$ cat src/rtl/core/jdqt_pkg.sv
// Shared constants and the zigzag de-scan table for the DQT segment parser.
package jdqt_pkg;

    localparam logic [7:0] MARKER_PREFIX = 8'hFF;
    localparam logic [7:0] MARKER_DQT    = 8'hDB;

    // Result kinds as carried on m_kind.
    localparam logic KIND_ENTRY     = 1'b0;
    localparam logic KIND_LEN_ERROR = 1'b1;

    localparam int unsigned TABLE_BYTES  = 65;
    localparam int unsigned TABLE_VALUES = 64;
    localparam int unsigned IDX_W        = $clog2(TABLE_VALUES);
    localparam int unsigned COUNT_W      = 10;

    localparam logic [15:0] MIN_LENGTH = 16'd2;

    // floor(x / 65) equals (x * DIV65_MUL) >> DIV65_SHIFT for every 16-bit x.
    localparam int unsigned DIV65_SHIFT = 23;
    localparam logic [16:0] DIV65_MUL   =
        17'(((64'd1 << DIV65_SHIFT) + TABLE_BYTES - 1) / TABLE_BYTES);

    localparam logic [IDX_W-1:0] LAST_INDEX = IDX_W'(TABLE_VALUES - 1);

    typedef logic [IDX_W-1:0] zz_index_t;

    // Natural 8x8 position (row*8+col) of the coefficient at a zigzag index.
    function automatic zz_index_t natural_of_zigzag(input zz_index_t zz);
        zz_index_t pos;
        case (zz)
            6'd0:  pos = 6'd0;   6'd1:  pos = 6'd1;   6'd2:  pos = 6'd8;   6'd3:  pos = 6'd16;
            6'd4:  pos = 6'd9;   6'd5:  pos = 6'd2;   6'd6:  pos = 6'd3;   6'd7:  pos = 6'd10;
            6'd8:  pos = 6'd17;  6'd9:  pos = 6'd24;  6'd10: pos = 6'd32;  6'd11: pos = 6'd25;
            6'd12: pos = 6'd18;  6'd13: pos = 6'd11;  6'd14: pos = 6'd4;   6'd15: pos = 6'd5;
            6'd16: pos = 6'd12;  6'd17: pos = 6'd19;  6'd18: pos = 6'd26;  6'd19: pos = 6'd33;
            6'd20: pos = 6'd40;  6'd21: pos = 6'd48;  6'd22: pos = 6'd41;  6'd23: pos = 6'd34;
            6'd24: pos = 6'd27;  6'd25: pos = 6'd20;  6'd26: pos = 6'd13;  6'd27: pos = 6'd6;
            6'd28: pos = 6'd7;   6'd29: pos = 6'd14;  6'd30: pos = 6'd21;  6'd31: pos = 6'd28;
            6'd32: pos = 6'd35;  6'd33: pos = 6'd42;  6'd34: pos = 6'd49;  6'd35: pos = 6'd56;
            6'd36: pos = 6'd57;  6'd37: pos = 6'd50;  6'd38: pos = 6'd43;  6'd39: pos = 6'd36;
            6'd40: pos = 6'd29;  6'd41: pos = 6'd22;  6'd42: pos = 6'd15;  6'd43: pos = 6'd23;
            6'd44: pos = 6'd30;  6'd45: pos = 6'd37;  6'd46: pos = 6'd44;  6'd47: pos = 6'd51;
            6'd48: pos = 6'd58;  6'd49: pos = 6'd59;  6'd50: pos = 6'd52;  6'd51: pos = 6'd45;
            6'd52: pos = 6'd38;  6'd53: pos = 6'd31;  6'd54: pos = 6'd39;  6'd55: pos = 6'd46;
            6'd56: pos = 6'd53;  6'd57: pos = 6'd60;  6'd58: pos = 6'd61;  6'd59: pos = 6'd54;
            6'd60: pos = 6'd47;  6'd61: pos = 6'd55;  6'd62: pos = 6'd62;  6'd63: pos = 6'd63;
            default: pos = zz;
        endcase
        return pos;
    endfunction

endpackage

$ cat src/rtl/core/jpeg_dqt_segment_parser.sv
// DQT segment parser: finds FF DB, checks the length and emits de-scanned table entries.
// Path: an accepted byte is held in the input register, and its result, if any, is then
// written to the result register, which drives the result outputs.
// Throughput: one byte per cycle; a byte stalls only while the result register still holds
// an untaken result, and then the input register takes one more byte before s_ready drops.
// Reset: aresetn is synchronous and active low; it empties both registers and puts the
// parser back to scanning for the marker with all counters cleared.
module jpeg_dqt_segment_parser (
    input  logic       aclk,
    input  logic       aresetn,

    input  logic       s_valid,
    output logic       s_ready,
    input  logic [7:0] s_byte_in,
    input  logic       s_stream_end,

    output logic       m_valid,
    input  logic       m_ready,
    output logic       m_kind,
    output logic [3:0] m_table_id,
    output logic [3:0] m_precision,
    output logic [5:0] m_position,
    output logic [7:0] m_value,
    output logic       m_last_of_table
);

    // Parse phases. Codes outside the list behave as scanning.
    typedef enum logic [2:0] {
        PH_SCAN   = 3'd0,
        PH_LEN_HI = 3'd1,
        PH_LEN_LO = 3'd2,
        PH_INFO   = 3'd3,
        PH_VALUES = 3'd4
    } phase_t;

    localparam int unsigned IDX_W   = jdqt_pkg::IDX_W;
    localparam int unsigned COUNT_W = jdqt_pkg::COUNT_W;

    // Input register.
    logic       in_valid_reg, in_valid_next;
    logic [7:0] in_byte_reg,  in_byte_next;
    logic       in_end_reg,   in_end_next;

    // Parser state.
    phase_t             phase_reg,      phase_next;
    logic               seen_ff_reg,    seen_ff_next;
    logic [7:0]         len_hi_reg,     len_hi_next;
    logic [COUNT_W-1:0] tables_reg,     tables_next;
    logic [IDX_W-1:0]   index_reg,      index_next;
    logic [3:0]         cur_id_reg,     cur_id_next;
    logic [3:0]         cur_prec_reg,   cur_prec_next;

    // Result register.
    logic             out_valid_reg, out_valid_next;
    logic             kind_reg,      kind_next;
    logic [3:0]       id_reg,        id_next;
    logic [3:0]       prec_reg,      prec_next;
    logic [IDX_W-1:0] pos_reg,       pos_next;
    logic [7:0]       value_reg,     value_next;
    logic             last_reg,      last_next;

    // The byte in the input register is processed in the cycle where the result
    // register is free or is being emptied; bytes with no result still pass here.
    logic advance;
    assign advance = in_valid_reg && (!out_valid_reg || m_ready);
    assign s_ready = !in_valid_reg || advance;

    // Segment length check. The length minus two must be a multiple of 65; the
    // quotient comes from a reciprocal multiply and the remainder from a shift-add.
    logic [15:0]        len_full;
    logic [15:0]        len_minus2;
    logic [32:0]        div_product;
    logic [COUNT_W-1:0] table_count;
    logic [15:0]        count_times65;
    logic [15:0]        len_rem;
    logic               length_ok;

    assign len_full      = {len_hi_reg, in_byte_reg};
    assign len_minus2    = len_full - jdqt_pkg::MIN_LENGTH;
    assign div_product   = 33'(len_minus2) * 33'(jdqt_pkg::DIV65_MUL);
    assign table_count   = div_product[jdqt_pkg::DIV65_SHIFT +: COUNT_W];
    assign count_times65 = {table_count, 6'd0} + 16'(table_count);
    assign len_rem       = len_minus2 - count_times65;
    assign length_ok     = (len_full >= jdqt_pkg::MIN_LENGTH) && (len_rem == 16'd0);

    logic               last_value;
    logic [COUNT_W-1:0] tables_dec;

    assign last_value = (index_reg == jdqt_pkg::LAST_INDEX);
    assign tables_dec = tables_reg - COUNT_W'(1);

    always_comb begin
        in_valid_next  = in_valid_reg;
        in_byte_next   = in_byte_reg;
        in_end_next    = in_end_reg;

        phase_next     = phase_reg;
        seen_ff_next   = seen_ff_reg;
        len_hi_next    = len_hi_reg;
        tables_next    = tables_reg;
        index_next     = index_reg;
        cur_id_next    = cur_id_reg;
        cur_prec_next  = cur_prec_reg;

        out_valid_next = out_valid_reg && !m_ready;
        kind_next      = kind_reg;
        id_next        = id_reg;
        prec_next      = prec_reg;
        pos_next       = pos_reg;
        value_next     = value_reg;
        last_next      = last_reg;

        if (advance) begin
            unique case (phase_reg)
                PH_LEN_HI: begin
                    len_hi_next = in_byte_reg;
                    phase_next  = PH_LEN_LO;
                end
                PH_LEN_LO: begin
                    seen_ff_next = 1'b0;
                    if (!length_ok) begin
                        // Length error: a result with every field but kind cleared.
                        out_valid_next = 1'b1;
                        kind_next      = jdqt_pkg::KIND_LEN_ERROR;
                        id_next        = 4'd0;
                        prec_next      = 4'd0;
                        pos_next       = '0;
                        value_next     = 8'd0;
                        last_next      = 1'b0;
                        phase_next     = PH_SCAN;
                    end else begin
                        tables_next = table_count;
                        phase_next  = (table_count == '0) ? PH_SCAN : PH_INFO;
                    end
                end
                PH_INFO: begin
                    cur_prec_next = in_byte_reg[7:4];
                    cur_id_next   = in_byte_reg[3:0];
                    index_next    = '0;
                    phase_next    = PH_VALUES;
                end
                PH_VALUES: begin
                    out_valid_next = 1'b1;
                    kind_next      = jdqt_pkg::KIND_ENTRY;
                    id_next        = cur_id_reg;
                    prec_next      = cur_prec_reg;
                    pos_next       = jdqt_pkg::natural_of_zigzag(index_reg);
                    value_next     = in_byte_reg;
                    last_next      = last_value;
                    if (last_value) begin
                        index_next   = '0;
                        tables_next  = tables_dec;
                        phase_next   = (tables_dec == '0) ? PH_SCAN : PH_INFO;
                        seen_ff_next = 1'b0;
                    end else begin
                        index_next = index_reg + IDX_W'(1);
                    end
                end
                default: begin
                    // Scanning: FF followed by DB opens a segment; runs of FF keep
                    // the prefix armed.
                    if (seen_ff_reg && in_byte_reg == jdqt_pkg::MARKER_DQT) begin
                        phase_next   = PH_LEN_HI;
                        seen_ff_next = 1'b0;
                    end else begin
                        phase_next   = PH_SCAN;
                        seen_ff_next = (in_byte_reg == jdqt_pkg::MARKER_PREFIX);
                    end
                end
            endcase

            // The last byte of a file drops any open segment.
            if (in_end_reg) begin
                phase_next   = PH_SCAN;
                seen_ff_next = 1'b0;
                tables_next  = '0;
                index_next   = '0;
            end
        end

        if (s_valid && s_ready) begin
            in_valid_next = 1'b1;
            in_byte_next  = s_byte_in;
            in_end_next   = s_stream_end;
        end else if (advance) begin
            in_valid_next = 1'b0;
        end
    end

    always_ff @(posedge aclk) begin
        if (!aresetn) begin
            in_valid_reg  <= 1'b0;
            out_valid_reg <= 1'b0;
            phase_reg     <= PH_SCAN;
            seen_ff_reg   <= 1'b0;
            len_hi_reg    <= 8'd0;
            tables_reg    <= '0;
            index_reg     <= '0;
            cur_id_reg    <= 4'd0;
            cur_prec_reg  <= 4'd0;
        end else begin
            in_valid_reg  <= in_valid_next;
            out_valid_reg <= out_valid_next;
            phase_reg     <= phase_next;
            seen_ff_reg   <= seen_ff_next;
            len_hi_reg    <= len_hi_next;
            tables_reg    <= tables_next;
            index_reg     <= index_next;
            cur_id_reg    <= cur_id_next;
            cur_prec_reg  <= cur_prec_next;
        end
        in_byte_reg <= in_byte_next;
        in_end_reg  <= in_end_next;
        kind_reg    <= kind_next;
        id_reg      <= id_next;
        prec_reg    <= prec_next;
        pos_reg     <= pos_next;
        value_reg   <= value_next;
        last_reg    <= last_next;
    end

    assign m_valid         = out_valid_reg;
    assign m_kind          = kind_reg;
    assign m_table_id      = id_reg;
    assign m_precision     = prec_reg;
    assign m_position      = pos_reg;
    assign m_value         = value_reg;
    assign m_last_of_table = last_reg;

endmodule

$ cat config.mk
export PLATFORM = sky130hd
export DESIGN_NAME = jpeg_dqt_segment_parser
export DESIGN_NICKNAME = d
export VERILOG_FILES = /design/src/rtl/core/jdqt_pkg.sv /design/src/rtl/core/jpeg_dqt_segment_parser.sv
export SDC_FILE = /design/constraint.sdc
export NUM_CORES = 1
export LEC_CHECK = 0
export ABC_AREA = 1
export BUFFER_PORTS_ARGS = -buffer_cell sky130_fd_sc_hd__buf_4
export CAP_MARGIN = 20
export CORE_MARGIN = 1
export CORE_UTILIZATION = 55
export DETAILED_ROUTE_END_ITERATION = 16
export PLACE_DENSITY = 0.75
export SLEW_MARGIN = 20
export SYNTH_ARGS = -nofsm -noshare
export SYNTH_HDL_FRONTEND = slang
export SYNTH_SLANG_ARGS = --single-unit
$ cat constraint.sdc
create_clock -name aclk -period 7.6 [get_ports aclk]
set_input_delay 0.76 -clock aclk [delete_from_list [all_inputs] [get_ports aclk]]
set_output_delay 0.76 -clock aclk [all_outputs]
set_load 0.01 [all_outputs]
==> flow_summary_export.csv, run 1 <==
group,metric,value,unit
status,status,"finished with violations",
status,violations,"design-rule violations, negative setup slack",
synth,synth.avg_cell_area,7.25,um^2
synth,ys_warn_count,0,
finish,layout_commonest_cell,"buf_4",
finish,fillers,971,
global_route,grtUsageMet3,4.79,%
clock_tree,clock_latency,340,ps
die,die-area,15700,um^2
critical_path,r2r_setup_slack,-340,ps
synth,ys.flop_type,"dfxtp_1",
synth,synth_fa_ha_area_share,25.5,%
sta,maxSlewViolCount,0,
critical_path,crit_end,"m_value[5]",
route,route.detailed.drc,2,
clock_tree,cts_tree,"built",
critical_path,crit_slowest_cell,"fa_1",
worst_hold_path,hp-class,"reg -> reg",
sta,max_freq,126,MHz
synth,synth_largest_area_cell,"ha_1",
sta,period_minus_slack,7940,ps
finish,multi_input_area,6550,um^2
die,rows,44,
power,ir_drop,0.000385,V
critical_path,setup.worst_path.start_class,"flop",
sta,slew_headroom,28.5,%
placement,dp_slack,-614,ps
critical_path,r2r_start,"in_byte_reg[2]",
finish,drive_above_1_share,30.5,%
route,dr.pass1.iters,11,
critical_path,reg2reg_depth,42,
route,drt_iter0_markers,704,
critical_path,max_stage_delay,620,ps
synth,yosys.area_share.simple,23.5,%
global_route,grt_overflow,0,
synth,synth_top_area_share,16.9,%
placement,portBuffers,38,
synth,synth_xor_area_share,5.32,%
die,start_util,56.9,%
clock_tree,cts_sinks,77,
global_route,antenna_found_initial,0,
placement,place_congestion,0.934,
critical_path,path_common_cell,"nand2_2",
die,die_x,125,um
finish,final_cell_mix,"buf_4 (210), inv_1 (203), nand2_1 (192)",
power,powerDensity,298,nW/um^2
route,wl_per_cell,16.6,um
sta,fin_ws,-343,ps
clock_tree,path_clk_slew,60,ps
synth,syn-num-nets,1314,
synth,synth-seq-cells,77,
critical_path,path_class,"reg -> reg",
sta,clock_skew,8.42,ps
global_route,grt_pass1_wl,39500,um
synth,synth_top_family_by_area,"adder cells",
finish,area_delta_synth_final,37.6,%
finish,largest_reg_flops,10,
sta,rsz0062_at_grt,"true",
die,dieHeight,125,um
die,core_region_area,14700,um^2
synth,synth_area_leaders,"ha_1 (17%), edfxtp_1 (12%), dfxtp_1 (11%), nand2_1 (10%), inv_1 (9.8%)",
route,routed_wl,25900,um
route,via_per_inst,5.46,
sta,period_share,105,%
synth,ys_seq_area_share,22.4,%
critical_path,required,7690,ps
synth,syn-instance-count,1152,
sta,setup_viol,37,
critical_path,startpoint,"in_byte_reg[2]",
clock_tree,htree_num_levels,3,
clock_tree,root_buffer,"clkbuf_16",
synth,synthArstFlopShare,0,%
clock_tree,cts_buffer_depth,2,
route,ant_nets,0,
power,leakage,0.00565,uW
global_route,grt_max_degree,33,
synth,syn_area,8360,um^2
global_route,globalRouteMet1Util,41.3,%
synth,synth_edf_count,33,
finish,finalNetCount,1530,
sta,worst_pin_slew,1070,ps
global_route,use_met2,53.0,%
critical_path,cp-end-kind,"flop",
critical_path,critPathMaxFanout,24,
critical_path,arrival,8040,ps
power,power,3430,uW
clock_tree,cts_buffers,9,
finish,diodes,0,
route,vias,8506,
global_route,grt-busiest-layer,"met2",
synth,synth_mux_area_share,0,%
sta,timing.hold.ws,459,ps
finish,seqCellArea,1870,um^2
placement,hpwl,18500,um
worst_hold_path,hold_depth,2,
global_route,grt.total_usage,31.6,%
global_route,grt_pass1_vias,8199,
sta,hold_viol_final,0,
critical_path,worstReg2RegEnd,"m_value[5]",
job,max_cap_viol_count,0,
synth,synth_compound_area_share,12.2,%
synth,synth_cell_types,52,
die,num_io_pins,39,
## power by group
part | total, uW | switching [uW] | internal (uW)
clock | 429 | 174 | 255
combinational | 2550 | 1390 | 1170
sequential | 444 | 7.47 | 436
total | 3430 | 1570 | 1860
## through the flow
step | cell area [um^2] | instances | setup TNS (ps) | utilization (%)
after floorplan | 8860 | 1152 | -966 | -
after global placement | 10400 | 1501 | -17910 | 70.6
after detailed placement | 10400 | 1501 | -21760 | 70.6
after CTS | 11200 | 1543 | -5440 | 76.3
after global routing | 11500 | 1557 | -23200 | 78.2
final | 11500 | 1557 | -10780 | 78.2
## final cells by class
| type | count | area share [%] |
|---|---|---|
| multi-input cells | 835 | 57.0 |
| repair inverters | 1 | 0.141 |
| repair buffers | 215 | 14.4 |
| well taps | 184 | 2.00 |
| clock inverters | 7 | 0.653 |
| inverters | 229 | 7.64 |
| clock buffers | 9 | 1.96 |
| flip-flops and latches | 77 | 16.3 |
## repair_timing
| action | in CTS | in global routing |
|---|---|---|
| resized for setup | 73 | 42 |
| endpoints found under the setup margin | 37 | 37 |
| cloned | 2 | 0 |
| pin swaps | 38 | 10 |
| hold buffers | 0 | 0 |
| buffers inserted | 24 | 14 |
## per-layer routing
layer | up-vias | share of wire [%]
li1 | 4131 | -
met1 | 3986 | 42
met2 | 312 | 49
met3 | 77 | 6.3
met4 | 0 | 3.5
met5 | - | 0
## Yosys cell counts, types with 13 or more instances
library cell and instances:
inv_1 219, o21ai_1 14, fa_1 36, nand2_1 225
edfxtp_1 33, xnor2_1 13, xor2_1 34, nor2_1 132
o21ai_0 47, a21oi_1 73, ha_1 113, dfxtp_1 44
nand3_1 41
## critical path: cells and delay by family (launching register included)
kind / cells / cell delay [ps]
XOR/XNOR: 4 / 740
adder cells (fa/ha/maj): 8 / 2990
buffers and inverters: 7 / 750
flip-flops: 1 / 440
AO/OA/AOI/OAI: 1 / 50
AND/OR/NAND/NOR: 22 / 2680
## cell families (layout without fill, tap and decap cells)
family	after synthesis	count (layout)
DFF	77	77
xor gates and xnor gates	49	49
and+or+nand+nor	456	457
AOI/OAI and AO/OA	180	180
adders and majority gates	149	149
buffers and inverters	241	461
## worst min-delay path by stage
stage	endpoint	slack [ps]	start
final	cur_id_reg[2]	460	cur_id_reg[2]
after global placement	cur_id_reg[0]	440	cur_id_reg[0]
after global routing	cur_id_reg[2]	490	cur_id_reg[2]
after detailed placement	cur_id_reg[0]	450	cur_id_reg[0]
after CTS	cur_id_reg[0]	460	cur_id_reg[0]
after floorplan	cur_id_reg[0]	430	cur_id_reg[0]
Power figures use the tool's default switching activity.
==> inputs of run 2 (changes only) <==
--- a/config.mk
+++ b/config.mk
@@ -5,12 +5,12 @@
 export SDC_FILE = /design/constraint.sdc
 export NUM_CORES = 1
 export LEC_CHECK = 0
-export ABC_AREA = 1
 export BUFFER_PORTS_ARGS = -buffer_cell sky130_fd_sc_hd__buf_4
 export CAP_MARGIN = 20
-export CORE_MARGIN = 1
+export CORE_MARGIN = 4
 export CORE_UTILIZATION = 55
 export DETAILED_ROUTE_END_ITERATION = 16
+export HOLD_SLACK_MARGIN = 0.03
 export PLACE_DENSITY = 0.75
 export SLEW_MARGIN = 20
 export SYNTH_ARGS = -nofsm -noshare
==> flow_summary_export.csv, run 2 <==
group,metric,value,unit
status,status,"finished with violations",
status,violations,"negative setup slack",
route,ant_nets,0,
clock_tree,cts_buffers,9,
synth,ys_seq_area_share,22.7,%
worst_hold_path,hold_depth,2,
clock_tree,cts_sinks,77,
sta,timing.hold.ws,495,ps
placement,portBuffers,38,
critical_path,required,7850,ps
finish,multi_input_area,6550,um^2
sta,period_minus_slack,9000,ps
placement,dp_slack,-1280,ps
synth,synth_cell_types,73,
critical_path,cp_top_family,"adder cells",
finish,fillers,860,
placement,hpwl,17200,um
synth,synth_xor_area_share,7.94,%
critical_path,cp_num_buf_inv,9,
critical_path,max_stage_delay,560,ps
power,powerDensity,300,nW/um^2
route,wl_per_cell,19.7,um
synth,synth_largest_area_cell,"ha_1",
power,p_comb_share,73.1,%
global_route,grt-busiest-layer,"met2",
power,power,3360,uW
synth,syn-num-nets,1104,
critical_path,crit_slowest_cell,"or4_4",
clock_tree,cts_buffer_depth,2,
sta,hold_viol_final,0,
finish,largest_reg_flops,10,
route,routed_wl,26400,um
placement,place_congestion,0.976,
critical_path,path_class,"reg -> reg",
synth,synthMostInstantiatedCell,"ha_1",
finish,layout_commonest_cell,"buf_4",
critical_path,path_common_cell,"buf_4",
critical_path,arrival,9260,ps
critical_path,setup.worst_path.start_class,"flop",
finish,final_cell_mix,"buf_4 (220), inv_1 (105), ha_1 (86)",
worst_hold_path,hp-start,"tables_reg[1]",
synth,synth_fa_ha_area_share,26.0,%
synth,synth_mux_area_share,2.93,%
global_route,grt.total_usage,28.4,%
clock_tree,path_clk_slew,60,ps
power,p_clk_share,13.9,%
clock_tree,root_buffer,"clkbuf_16",
finish,seqCellArea,1870,um^2
power,p_sw_share,41.2,%
global_route,grtUsageMet3,5.73,%
die,core_region_area,14600,um^2
critical_path,critPathMaxFanout,6,
power,p_int,1980,uW
synth,yosys.area_share.simple,16.9,%
critical_path,r2r_setup_slack,-1400,ps
synth,synth_top_family_by_area,"adder cells",
route,drt_iter0_markers,724,
job,max_cap_viol_count,0,
finish,diodes,0,
clock_tree,clock_latency,340,ps
route,vias,7928,
global_route,grt_pass1_wl,38300,um
synth,ys_warn_count,0,
global_route,use_met2,50.0,%
worst_hold_path,hp-class,"reg -> reg",
global_route,grt_pass1_vias,7711,
worst_hold_path,hold_end,"tables_reg[1]",
global_route,antenna_found_initial,0,
critical_path,worstReg2RegEnd,"tables_reg[7]",
clock_tree,cts_tree,"built",
finish,area_delta_synth_final,36.1,%
sta,maxSlewViolCount,0,
synth,synth.avg_cell_area,8.75,um^2
power,ir_drop,0.000268,V
sta,rsz0062_at_grt,"true",
synth,syn-instance-count,942,
sta,clock_skew,7.84,ps
critical_path,cp-end-kind,"flop",
route,via_per_inst,5.93,
synth,synthArstFlopShare,0,%
synth,synth_top_area_share,17.2,%
die,start_util,56.5,%
synth,synthTopCellsByCount,"ha_1 (113), inv_1 (111), nor2_1 (59)",
global_route,globalRouteMet1Util,34.1,%
synth,syn_area,8240,um^2
critical_path,r2r_start,"in_byte_reg[5]",
global_route,grt_overflow,0,
die,rows,44,
clock_tree,htree_num_levels,3,
die,num_io_pins,39,
sta,setup_viol,37,
die,dieHeight,130,um
sta,max_freq,111,MHz
finish,finalNetCount,1311,
synth,synth-seq-cells,77,
finish,fin_util,76.9,%
die,die_x,130,um
sta,fin_ws,-1400,ps
power,pwr-share-seq,13.1,%
synth,ys.flop_type,"dfxtp_1",
synth,synth_area_leaders,"ha_1 (17%), edfxtp_1 (12%), dfxtp_1 (11%), fa_1 (8.7%), xnor2_1 (5.4%)",
clock_tree,holdBufCountCts,0,
sta,period_share,118,%
synth,synth_compound_area_share,16.5,%
finish,drive_above_1_share,30.5,%
sta,worst_pin_slew,1030,ps
sta,slew_headroom,31.2,%
route,dr.pass1.iters,5,
synth,synth_edf_count,33,
route,route.detailed.drc,0,
sta,setup_tns,-48070,ps
global_route,grt_max_degree,39,
power,p_sw,1390,uW
power,leakage,0.00529,uW
critical_path,reg2reg_depth,34,
die,die-area,17000,um^2
[run 2: what timing repair did]
| action | CTS | global route |
|---|---|---|
| gates resized for setup | 58 | 50 |
| buffers inserted | 19 | 15 |
| cloned | 2 | 0 |
| setup endpoints to repair | 37 | 37 |
| pin swaps | 21 | 61 |
[run 2: layout make-up]
type / count / area share [%]
clock buffer: 9 / 2.01
clock inverter: 7 / 0.881
inverter: 112 / 3.75
multi-input combinational: 718 / 58.4
sequential: 77 / 16.7
tap: 184 / 2.05
timing repair buffer: 231 / 16.2
[run 2: how the worst max path moves through the flow]
stage                        start        endpoint  depth (start not counted)  slack (ps)
floorplan           in_byte_reg[4]          m_kind                         31       -1620
global placement    in_byte_reg[3]      m_value[3]                         33       -1200
detailed placement  in_byte_reg[3]  m_precision[2]                         31       -1280
CTS                 in_byte_reg[3]   m_table_id[1]                         32       -1070
global route        in_byte_reg[5]   tables_reg[7]                         33       -1570
finish              in_byte_reg[5]   tables_reg[7]                         34       -1400
[run 2: power by group through the flow]
stage,Sequential (uW),Clock [uW],Combinational [uW]
floorplan,446,0,1190
CTS,440,462,2180
detailed placement,449,0,1910
global placement,449,0,1880
finish,440,466,2460
global route,441,485,2650
[run 2: per-layer routing]
layer  wire length, um  vias up
met3              1340      106
met5                 0        -
met2             13100      296
li1                  -     3689
met1             10600     3837
met4              1320        0
[run 2: through the flow]
step                      cell area, um^2  cells
after floorplan                      8340    942
after global placement               9900   1288
after detailed placement             9900   1288
after CTS                           10800   1325
after global routing                11200   1338
final                               11200   1338
[run 2: logic make-up (layout without fill, tap and decap cells)]
group | count (synthesis) | count (layout)
DFF | 77 | 77
adders and majority gates | 150 | 150
xor gates and xnor gates | 73 | 73
and+or+nand+nor | 268 | 268
buffers and inverters | 147 | 359
muxes | 24 | 24
AOI/OAI and AO/OA | 203 | 203
[run 2: worst min-delay path, delay by kind of cell (launching register included)]
family,cells,cell delay (ps)
DFF,1,330
and+or+nand+nor,1,60
muxes,1,50
==> inputs of run 3 (changes only) <==
--- a/config.mk
+++ b/config.mk
@@ -9,6 +9,7 @@
 export CAP_MARGIN = 20
 export CORE_MARGIN = 4
 export CORE_UTILIZATION = 55
+export CTS_BUF_LIST = sky130_fd_sc_hd__clkbuf_4
 export DETAILED_ROUTE_END_ITERATION = 16
 export HOLD_SLACK_MARGIN = 0.03
 export PLACE_DENSITY = 0.75
==> flow_summary_export.csv, run 3 (synthesized netlist as in run 2, its figures left out) <==
group,metric,value,unit
status,status,"finished with violations",
status,violations,"negative setup slack",
finish,multi_input_area,6800,um^2
critical_path,setup.worst_path.start_class,"flop",
route,routed_wl,28200,um
clock_tree,htree_num_levels,3,
finish,fillers,837,
finish,layout_commonest_cell,"buf_4",
die,start_util,56.5,%
critical_path,required,7750,ps
route,via_per_inst,6.15,
global_route,grt_overflow,0,
critical_path,path_class,"reg -> reg",
sta,maxSlewViolCount,0,
sta,period_minus_slack,9320,ps
route,wl_per_cell,21.0,um
sta,hold_viol_final,0,
route,drt_iter0_markers,746,
clock_tree,path_clk_slew,130,ps
die,dieHeight,130,um
global_route,grt_pass1_vias,7745,
finish,final_cell_mix,"buf_4 (222), inv_1 (100), ha_1 (74)",
finish,drive_above_1_share,34.1,%
sta,setup_tns,-61700,ps
sta,worst_pin_slew,1030,ps
sta,clock_skew,14.5,ps
worst_hold_path,hold_depth,2,
die,die_x,130,um
placement,hpwl,17200,um
die,rows,44,
critical_path,critPathMaxFanout,12,
sta,rsz0062_at_grt,"true",
finish,diodes,0,
sta,timing.hold.ws,502,ps
sta,max_freq,107,MHz
finish,seqCellArea,1870,um^2
critical_path,path_common_cell,"ha_4",
placement,portBuffers,38,
critical_path,reg2reg_depth,34,
finish,fin_util,77.9,%
finish,largest_reg_flops,10,
clock_tree,root_buffer,"clkbuf_4",
clock_tree,cts_sinks,77,
critical_path,max_stage_delay,620,ps
worst_hold_path,hold_end,"tables_reg[1]",
worst_hold_path,hp-start,"tables_reg[1]",
die,num_io_pins,39,
job,max_cap_viol_count,0,
die,die-area,17000,um^2
placement,place_congestion,0.976,
clock_tree,cts_tree,"built",
clock_tree,cts_buffers,9,
clock_tree,cts_buffer_depth,2,
power,leakage,0.00526,uW
power,power,3450,uW
sta,fin_ws,-1720,ps
route,ant_nets,0,
critical_path,cp-end-kind,"flop",
critical_path,crit_slowest_cell,"or4_4",
route,route.detailed.drc,0,
sta,period_share,123,%
finish,finalNetCount,1318,
finish,area_delta_synth_final,38.0,%
sta,setup_viol,37,
clock_tree,clock_latency,420,ps
critical_path,arrival,9460,ps
critical_path,worstReg2RegEnd,"m_position[0]",
route,vias,8272,
route,dr.pass1.iters,6,
power,powerDensity,303,nW/um^2
placement,dp_slack,-1280,ps
die,core_region_area,14600,um^2
sta,slew_headroom,31.4,%
critical_path,r2r_start,"in_byte_reg[5]",
critical_path,r2r_setup_slack,-1720,ps
power,ir_drop,0.000329,V
worst_hold_path,hp-class,"reg -> reg",
global_route,grt.total_usage,29.1,%
global_route,grt_max_degree,39,
global_route,grt_pass1_wl,38900,um
global_route,antenna_found_initial,0,
run 3: cell count changes in the layout (fill, tap and decap cells not counted), moves of 5 or more:
| cell | delta |
|---|---|
| ha_1 | -12 |
| ha_4 | +11 |
| clkbuf_4 | +9 |
| clkbuf_16 | -8 |
| buf_6 | +5 |
| inv_1 | -5 |
| inv_2 | +5 |
| nor2_1 | -5 |
run 3: repair_timing:
item,4_1_cts,5_1_grt
setup buffers,23,17
endpoints found under the setup margin,37,37
hold buffers,0,0
pin swaps,55,62
gates cloned,1,1
resized for setup,101,57
run 3: worst max-delay path: cells and delay by family (launching register included):
kind                       cells  cell delay [ps]
adders and majority gates      8             2880
and+or+nand+nor                9             2850
AOI/OAI and AO/OA              7             1340
DFF                            1              440
xor gates and xnor gates       4              670
buffers and inverters          6              830
run 3: metal layers:
layer | vias up | share of wire [%] | routed length, um | GRT usage (%)
met4 | 0 | 6.8 | 1920 | 12.9
met5 | - | 0 | 0 | 0
met3 | 155 | 6.6 | 1860 | 5.08
met1 | 3981 | 37 | 10400 | 33.7
li1 | 3710 | - | - | -
met2 | 426 | 50 | 14100 | 52.7
run 3: final cells by class:
class                           instances  share of cell area, %
Sequential cell                        77                   16.5
Timing Repair Buffer                  238                   16.6
Inverter                              112                   3.70
Clock inverter                          7                  0.869
Clock buffer                            9                  0.594
Tap cell                              184                   2.02
Multi-Input combinational cell        718                   59.8
run 3: worst max path at each step:
| stage | startpoint | to | slack [ps] | cells past startpoint |
|---|---|---|---|---|
| finish | in_byte_reg[5] | m_position[0] | -1720 | 34 |
| global route | in_byte_reg[5] | m_precision[0] | -1860 | 34 |
| CTS | in_byte_reg[5] | tables_reg[7] | -960 | 33 |
| detailed placement | in_byte_reg[3] | m_precision[2] | -1280 | 31 |
| global placement | in_byte_reg[3] | m_value[3] | -1200 | 33 |
| floorplan | in_byte_reg[4] | m_kind | -1620 | 31 |
run 3: through the flow:
stage                     area [um^2]  instances
after floorplan                  8340        942
after global placement           9900       1288
after detailed placement         9900       1288
after CTS                       10900       1327
after global routing            11400       1345
final                           11400       1345
run 3: power breakdown:
group	total, uW	internal, uW	switching, uW
combinational	2720	1380	1340
clock	286	135	151
sequential	440	434	6.39
total	3450	1940	1500
